$ cat config.mk
export PLATFORM = sky130hd
export DESIGN_NAME = ego_ctrl
export DESIGN_NICKNAME = d
export VERILOG_FILES = /design/src/design/ego_pkg.sv /design/src/design/ego_ctrl.sv
export SDC_FILE = /design/constraint.sdc
export NUM_CORES = 1
export LEC_CHECK = 0
export BUFFER_PORTS_ARGS = -buffer_cell sky130_fd_sc_hd__buf_2
export CAP_MARGIN = 10
export CORE_AREA = 2 2 39 41
export CTS_BUF_LIST = sky130_fd_sc_hd__clkbuf_16
export DETAILED_ROUTE_END_ITERATION = 7
export DIE_AREA = 0 0 41 43
export MAX_ROUTING_LAYER = met4
export SLEW_MARGIN = 20
export SYNTH_ARGS = -nofsm -noshare
export SYNTH_HDL_FRONTEND = slang
export SYNTH_SLANG_ARGS = --single-unit
$ cat constraint.sdc
create_clock -name clock -period 2.3 [get_ports clock]
set_clock_uncertainty 0.15 [all_clocks]
set_input_delay 0.23 -clock clock [delete_from_list [all_inputs] [get_ports clock]]
set_output_delay 0.23 -clock clock [all_outputs]
set_load 0.01 [all_outputs]
$ cat src/design/ego_pkg.sv
`default_nettype none

package ego_pkg;

   // input word
   typedef struct packed {
      logic signed [15:0] count_x;
      logic signed [15:0] count_y;
      logic signed [15:0] gyro_rate;
      logic        [15:0] period;
   } req_word_type;

   // result word
   typedef struct packed {
      logic signed [47:0] centre_x;
      logic signed [47:0] centre_y;
      logic signed [31:0] heading;
   } rsp_word_type;

   // configuration register indexes
   localparam int CSR_INDEX_BITS = 2;
   localparam int CSR_DATA_BITS  = 48;
   localparam logic [CSR_INDEX_BITS-1:0] REG_DISTANCE_PER_COUNT = 2'd0;
   localparam logic [CSR_INDEX_BITS-1:0] REG_YAW_SCALE          = 2'd1;
   localparam logic [CSR_INDEX_BITS-1:0] REG_OFFSET_X           = 2'd2;
   localparam logic [CSR_INDEX_BITS-1:0] REG_OFFSET_Y           = 2'd3;

   localparam logic [23:0] DISTANCE_PER_COUNT_RESET = 24'd3087;

   // multiplier operand selects
   localparam logic [1:0] A_CX = 2'd0;
   localparam logic [1:0] A_CY = 2'd1;
   localparam logic [1:0] A_EX = 2'd2;
   localparam logic [1:0] A_EY = 2'd3;

   localparam logic [1:0] B_DPC = 2'd0;
   localparam logic [1:0] B_SIN = 2'd1;
   localparam logic [1:0] B_COS = 2'd2;

   // accumulator operations
   localparam logic [1:0] ACC_HOLD = 2'd0;
   localparam logic [1:0] ACC_LOAD = 2'd1;
   localparam logic [1:0] ACC_SUB  = 2'd2;
   localparam logic [1:0] ACC_ADD  = 2'd3;

   // commands from the sequencer to the datapath
   typedef struct packed {
      logic       load;
      logic       look;
      logic [1:0] a_sel;
      logic [1:0] b_sel;
      logic       ex_ld;
      logic       ey_ld;
      logic       hinc_ld;
      logic [1:0] acc_op;
      logic       pos_x_ld;
      logic       pos_y_ld;
      logic       head_ld;
      logic       out_ld;
   } cmd_type;

   localparam logic [63:0] HALF_PI_Q30 = 64'd1686629713;

   // quarter-wave sine entry in Q15, Taylor series to x^11 in Q30
   function automatic logic [15:0] sine_entry(input int q, input int table_bits);
      logic [63:0] x;
      logic [63:0] x2;
      logic [63:0] t;
      logic signed [63:0] s;
      logic [63:0] r;
      x  = (64'(q) * HALF_PI_Q30) >> (table_bits - 2);
      x2 = (x * x) >> 30;
      t  = x;
      s  = signed'(x);
      t  = ((t * x2) >> 30) / 64'd6;
      s  = s - signed'(t);
      t  = ((t * x2) >> 30) / 64'd20;
      s  = s + signed'(t);
      t  = ((t * x2) >> 30) / 64'd42;
      s  = s - signed'(t);
      t  = ((t * x2) >> 30) / 64'd72;
      s  = s + signed'(t);
      t  = ((t * x2) >> 30) / 64'd110;
      s  = s - signed'(t);
      if (s < 0) s = 64'sd0;
      r = (unsigned'(s) + 64'd16384) >> 15;
      return r[15:0];
   endfunction

   // clamp a 49-bit sum into the 48-bit position range
   function automatic logic signed [47:0] sat48(input logic signed [48:0] v);
      logic signed [47:0] r;
      if (v[48] != v[47]) begin
         r = v[48] ? {1'b1, {47{1'b0}}} : {1'b0, {47{1'b1}}};
      end else begin
         r = v[47:0];
      end
      return r;
   endfunction

endpackage

`default_nettype wire

$ cat src/design/ego_ctrl.sv
`default_nettype none

module ego_ctrl (
   input  wire logic             clock,
   input  wire logic             reset,
   input  wire logic             req_valid,
   output logic                  req_stall,
   output logic                  rsp_valid,
   input  wire logic             rsp_stall,
   output ego_pkg::cmd_type      cmd
);

   localparam logic [3:0] S_IDLE = 4'd0;
   localparam logic [3:0] S_LOOK = 4'd1;
   localparam logic [3:0] S_EY   = 4'd2;
   localparam logic [3:0] S_XC   = 4'd3;
   localparam logic [3:0] S_XS   = 4'd4;
   localparam logic [3:0] S_XA   = 4'd5;
   localparam logic [3:0] S_YC   = 4'd6;
   localparam logic [3:0] S_YA   = 4'd7;
   localparam logic [3:0] S_FIN  = 4'd8;
   localparam logic [3:0] S_OUT  = 4'd9;

   logic [3:0] state_ff;
   logic [3:0] state_in;
   logic       rsp_valid_ff;
   logic       rsp_valid_in;
   logic       out_free;

   assign req_stall = (state_ff != S_IDLE);
   assign rsp_valid = rsp_valid_ff;
   assign out_free  = !rsp_valid_ff || !rsp_stall;

   // sequencer
   always_comb begin
      state_in     = state_ff;
      cmd          = '0;
      cmd.a_sel    = ego_pkg::A_CX;
      cmd.b_sel    = ego_pkg::B_DPC;
      cmd.acc_op   = ego_pkg::ACC_HOLD;
      unique case (state_ff)
         S_IDLE: begin
            if (req_valid) begin
               cmd.load = 1'b1;
               state_in = S_LOOK;
            end
         end
         S_LOOK: begin
            cmd.look  = 1'b1;
            cmd.a_sel = ego_pkg::A_CX;
            cmd.b_sel = ego_pkg::B_DPC;
            state_in  = S_EY;
         end
         S_EY: begin
            cmd.ex_ld   = 1'b1;
            cmd.hinc_ld = 1'b1;
            cmd.a_sel   = ego_pkg::A_CY;
            cmd.b_sel   = ego_pkg::B_DPC;
            state_in    = S_XC;
         end
         S_XC: begin
            cmd.ey_ld = 1'b1;
            cmd.a_sel = ego_pkg::A_EX;
            cmd.b_sel = ego_pkg::B_COS;
            state_in  = S_XS;
         end
         S_XS: begin
            cmd.acc_op = ego_pkg::ACC_LOAD;
            cmd.a_sel  = ego_pkg::A_EY;
            cmd.b_sel  = ego_pkg::B_SIN;
            state_in   = S_XA;
         end
         S_XA: begin
            cmd.acc_op = ego_pkg::ACC_SUB;
            cmd.a_sel  = ego_pkg::A_EX;
            cmd.b_sel  = ego_pkg::B_SIN;
            state_in   = S_YC;
         end
         S_YC: begin
            cmd.pos_x_ld = 1'b1;
            cmd.acc_op   = ego_pkg::ACC_LOAD;
            cmd.a_sel    = ego_pkg::A_EY;
            cmd.b_sel    = ego_pkg::B_COS;
            state_in     = S_YA;
         end
         S_YA: begin
            cmd.acc_op = ego_pkg::ACC_ADD;
            state_in   = S_FIN;
         end
         S_FIN: begin
            cmd.pos_y_ld = 1'b1;
            cmd.head_ld  = 1'b1;
            state_in     = S_OUT;
         end
         S_OUT: begin
            if (out_free) begin
               cmd.out_ld = 1'b1;
               state_in   = S_IDLE;
            end
         end
         default: begin
            state_in = S_IDLE;
         end
      endcase
   end

   // result valid flag
   always_comb begin
      rsp_valid_in = rsp_valid_ff;
      if (cmd.out_ld) begin
         rsp_valid_in = 1'b1;
      end else if (rsp_valid_ff && !rsp_stall) begin
         rsp_valid_in = 1'b0;
      end
   end

   always_ff @(posedge clock) begin
      if (reset) begin
         state_ff     <= S_IDLE;
         rsp_valid_ff <= 1'b0;
      end else begin
         state_ff     <= state_in;
         rsp_valid_ff <= rsp_valid_in;
      end
   end

endmodule

`default_nettype wire

==> results.json <==
{
  "status": "finished, final reports clean",
  "hold-path-cell-count": 2,
  "cts_buffers": 3,
  "fillers": 151,
  "gr-usage-all-layers_pct": 12.80,
  "p_per_area_nw_per_um2": 977.9,
  "start_util_pct": 25.77,
  "die_x_um": 41,
  "cp_slowest_cell": "or4_4",
  "slew_viol_final": 0,
  "area_delta_synth_final_pct": 43.86,
  "crit_type": "reg2out",
  "hold_buffers": 0,
  "clock_latency_ns": 0.23,
  "nets": 73,
  "required_ns": 1.92,
  "netlist_top_cells_count": "nor2_1 (8), nor3_1 (6), dfxtp_1 (5)",
  "cp.depth": 3,
  "cts_resized": 0,
  "final_area_um2": 513.0,
  "finalSetupViolations": 0,
  "critPathTopFamily": "simple AND/OR/NAND/NOR gates",
  "dr.pass1.iters": 4,
  "placed_area_um2": 432.9,
  "drive_above_1_share_pct": 39.71,
  "coreArea_um2": 1384,
  "period_share_pct": 80.96,
  "worstMarginPinSlew_ns": 0.4477,
  "synthTopCellsByArea": "dfxtp_1 (28%), nor3_1 (8.4%), nor2_1 (8.4%)",
  "grt.overflow.total": 0,
  "crit_path_start_kind": "register",
  "antenna_found_initial": 0,
  "ys_ff_latch": 5,
  "yosysMostFrequentCell": "nor2_1",
  "ant_nets": 0,
  "htreeDepth": 1,
  "io_pins": 21,
  "rsz0062_at_grt": "false",
  "final_core_util_pct": 37.07,
  "wirelength_um": 879,
  "yosys.area.top_type": "dfxtp_1",
  "yosysWarnings": 0,
  "min_period_ns": 1.862,
  "cp.arrival_ns": 1.48,
  "drtIter0Drc": 4,
  "min_path_type": "in2reg",
  "syn_nets": 54,
  "drc": 0,
  "grt_max_degree": 15,
  "crit_chain": "or4_4 -> nor2_1 -> buf_2",
  "max_cap_violations": 0,
  "port-buffer-count": 20,
  "dp_hpwl_um": 607.9,
  "gp_congestion": 0.7355,
  "wire_per_inst_um": 10.46,
  "slew_headroom_pct": 70.11,
  "grt_pass1_vias": 347,
  "clk_path_buf_depth": 2,
  "grt_pass1_wl_mm": 1.428,
  "setup_tns_ns": 0,
  "cts_tree": "done",
  "die_area_um2": 1763,
  "yosysUniqueCellTypes": 18,
  "ys_seq_area_share_pct": 28.07,
  "r2r_cells": 3,
  "synth_area_um2": 356.6,
  "cp-end-kind": "output pin",
  "crit_fanout": 14,
  "clk_pin_slew_ns": 0.04,
  "synthArstFlopShare_pct": 0,
  "dr_total_vias": 380,
  "peakVddDrop_mv": 0.3605,
  "path_buf_inv": 1,
  "cpPeakStageDelay_ns": 0.60,
  "synth_edf_count": 0,
  "cts_setup_buffers": 0,
  "cts-root-buf": "clkbuf_16",
  "n_antenna_cell": 0,
  "rows": 14,
  "fmax_mhz": 537.1,
  "power_leakage_nw": 0.2617,
  "synth_cells": 50,
  "cts_sinks": 5,
  "avgSynthCellArea_um2": 7.132,
  "hold_viol": 0,
  "fp.dieH_um": 43,
  "ys.flop_type": "dfxtp_1",
  "synth_top_area_share_pct": 28.07,
  "drt-vias-per-instance": 4.524
}
## where the power goes
| part | internal (W) | switching [W] |
|---|---|---|
| logic | 0.0000449 | 0.0000545 |
| registers | 0.0000943 | 0.0000195 |
| clock network | 0.000227 | 0.0000610 |
| total | 0.000367 | 0.000135 |
## area by class of cell
type	count	area, µm²	share of cell area [%]
clock inverters	1	5.005	0.9756
clock buffers	3	75.07	14.63
repair buffers	20	100.1	19.51
well taps	16	20.02	3.902
flip-flops and latches	5	100.1	19.51
multi-input cells	35	197.7	38.54
inverters	4	15.01	2.927
## registers in the layout (all words and copies together), names as in the netlist
name       cells
state_ff       4
rsp_valid      1
## stage by stage
stage / power [W] / setup WS [ns] / std cells / hold WS, ns
2_1_floorplan: 0.0001865 / 0.7559 / 50 / 0.1491
3_3_place_gp: 0.0002123 / 0.7088 / 80 / 0.2922
3_5_place_dp: 0.0002132 / 0.6941 / 80 / 0.2983
4_1_cts: 0.0005044 / 0.4355 / 84 / 0.06482
5_1_grt: 0.0005249 / 0.3417 / 84 / 0.07212
6_report: 0.0005016 / 0.4380 / 84 / 0.06267
## kinds of logic after synthesis
| family | Yosys count | synth area share (%) |
|---|---|---|
| AO/OA/AOI/OAI | 7 | 13.33 |
| flip-flops | 5 | 28.07 |
| buffers and inverters | 10 | 16.49 |
| AND/OR/NAND/NOR | 25 | 34.74 |
| XOR/XNOR | 3 | 7.370 |
## placed cells by master, fill, tap and decap left out
cell type	instances
a21o_1	1
inv_1	4
clkbuf_16	3
dfxtp_1	5
a21oi_1	4
nor2_1	8
or4_4	1
clkinv_2	1
nand2_1	4
a221oi_1	1
nand2b_1	2
or3b_1	1
or2_2	1
o21bai_2	1
xnor2_1	3
nor3_1	6
buf_2	20
nand3_1	2
## per-layer routing
layer	track usage, %	up-vias	part of all wire [%]	wire (µm)
met5	-	-	0	0
met1	16.56	161	41	356
li1	-	198	-	-
met2	15.31	17	49	430
met3	1.571	4	5.8	51
met4	14.00	0	4.6	40
## final timing paths
| path | start | endpoint | slack [ns] |
|---|---|---|---|
| max | state_ff[3] | cmd[14] | 0.44 |
| min | reset | rsp_valid | 0.06 |
| max reg2reg | state_ff[3] | state_ff[0] | 0.77 |
| min reg2reg | rsp_valid | rsp_valid | 0.36 |
Power figures use the tool's default switching activity.
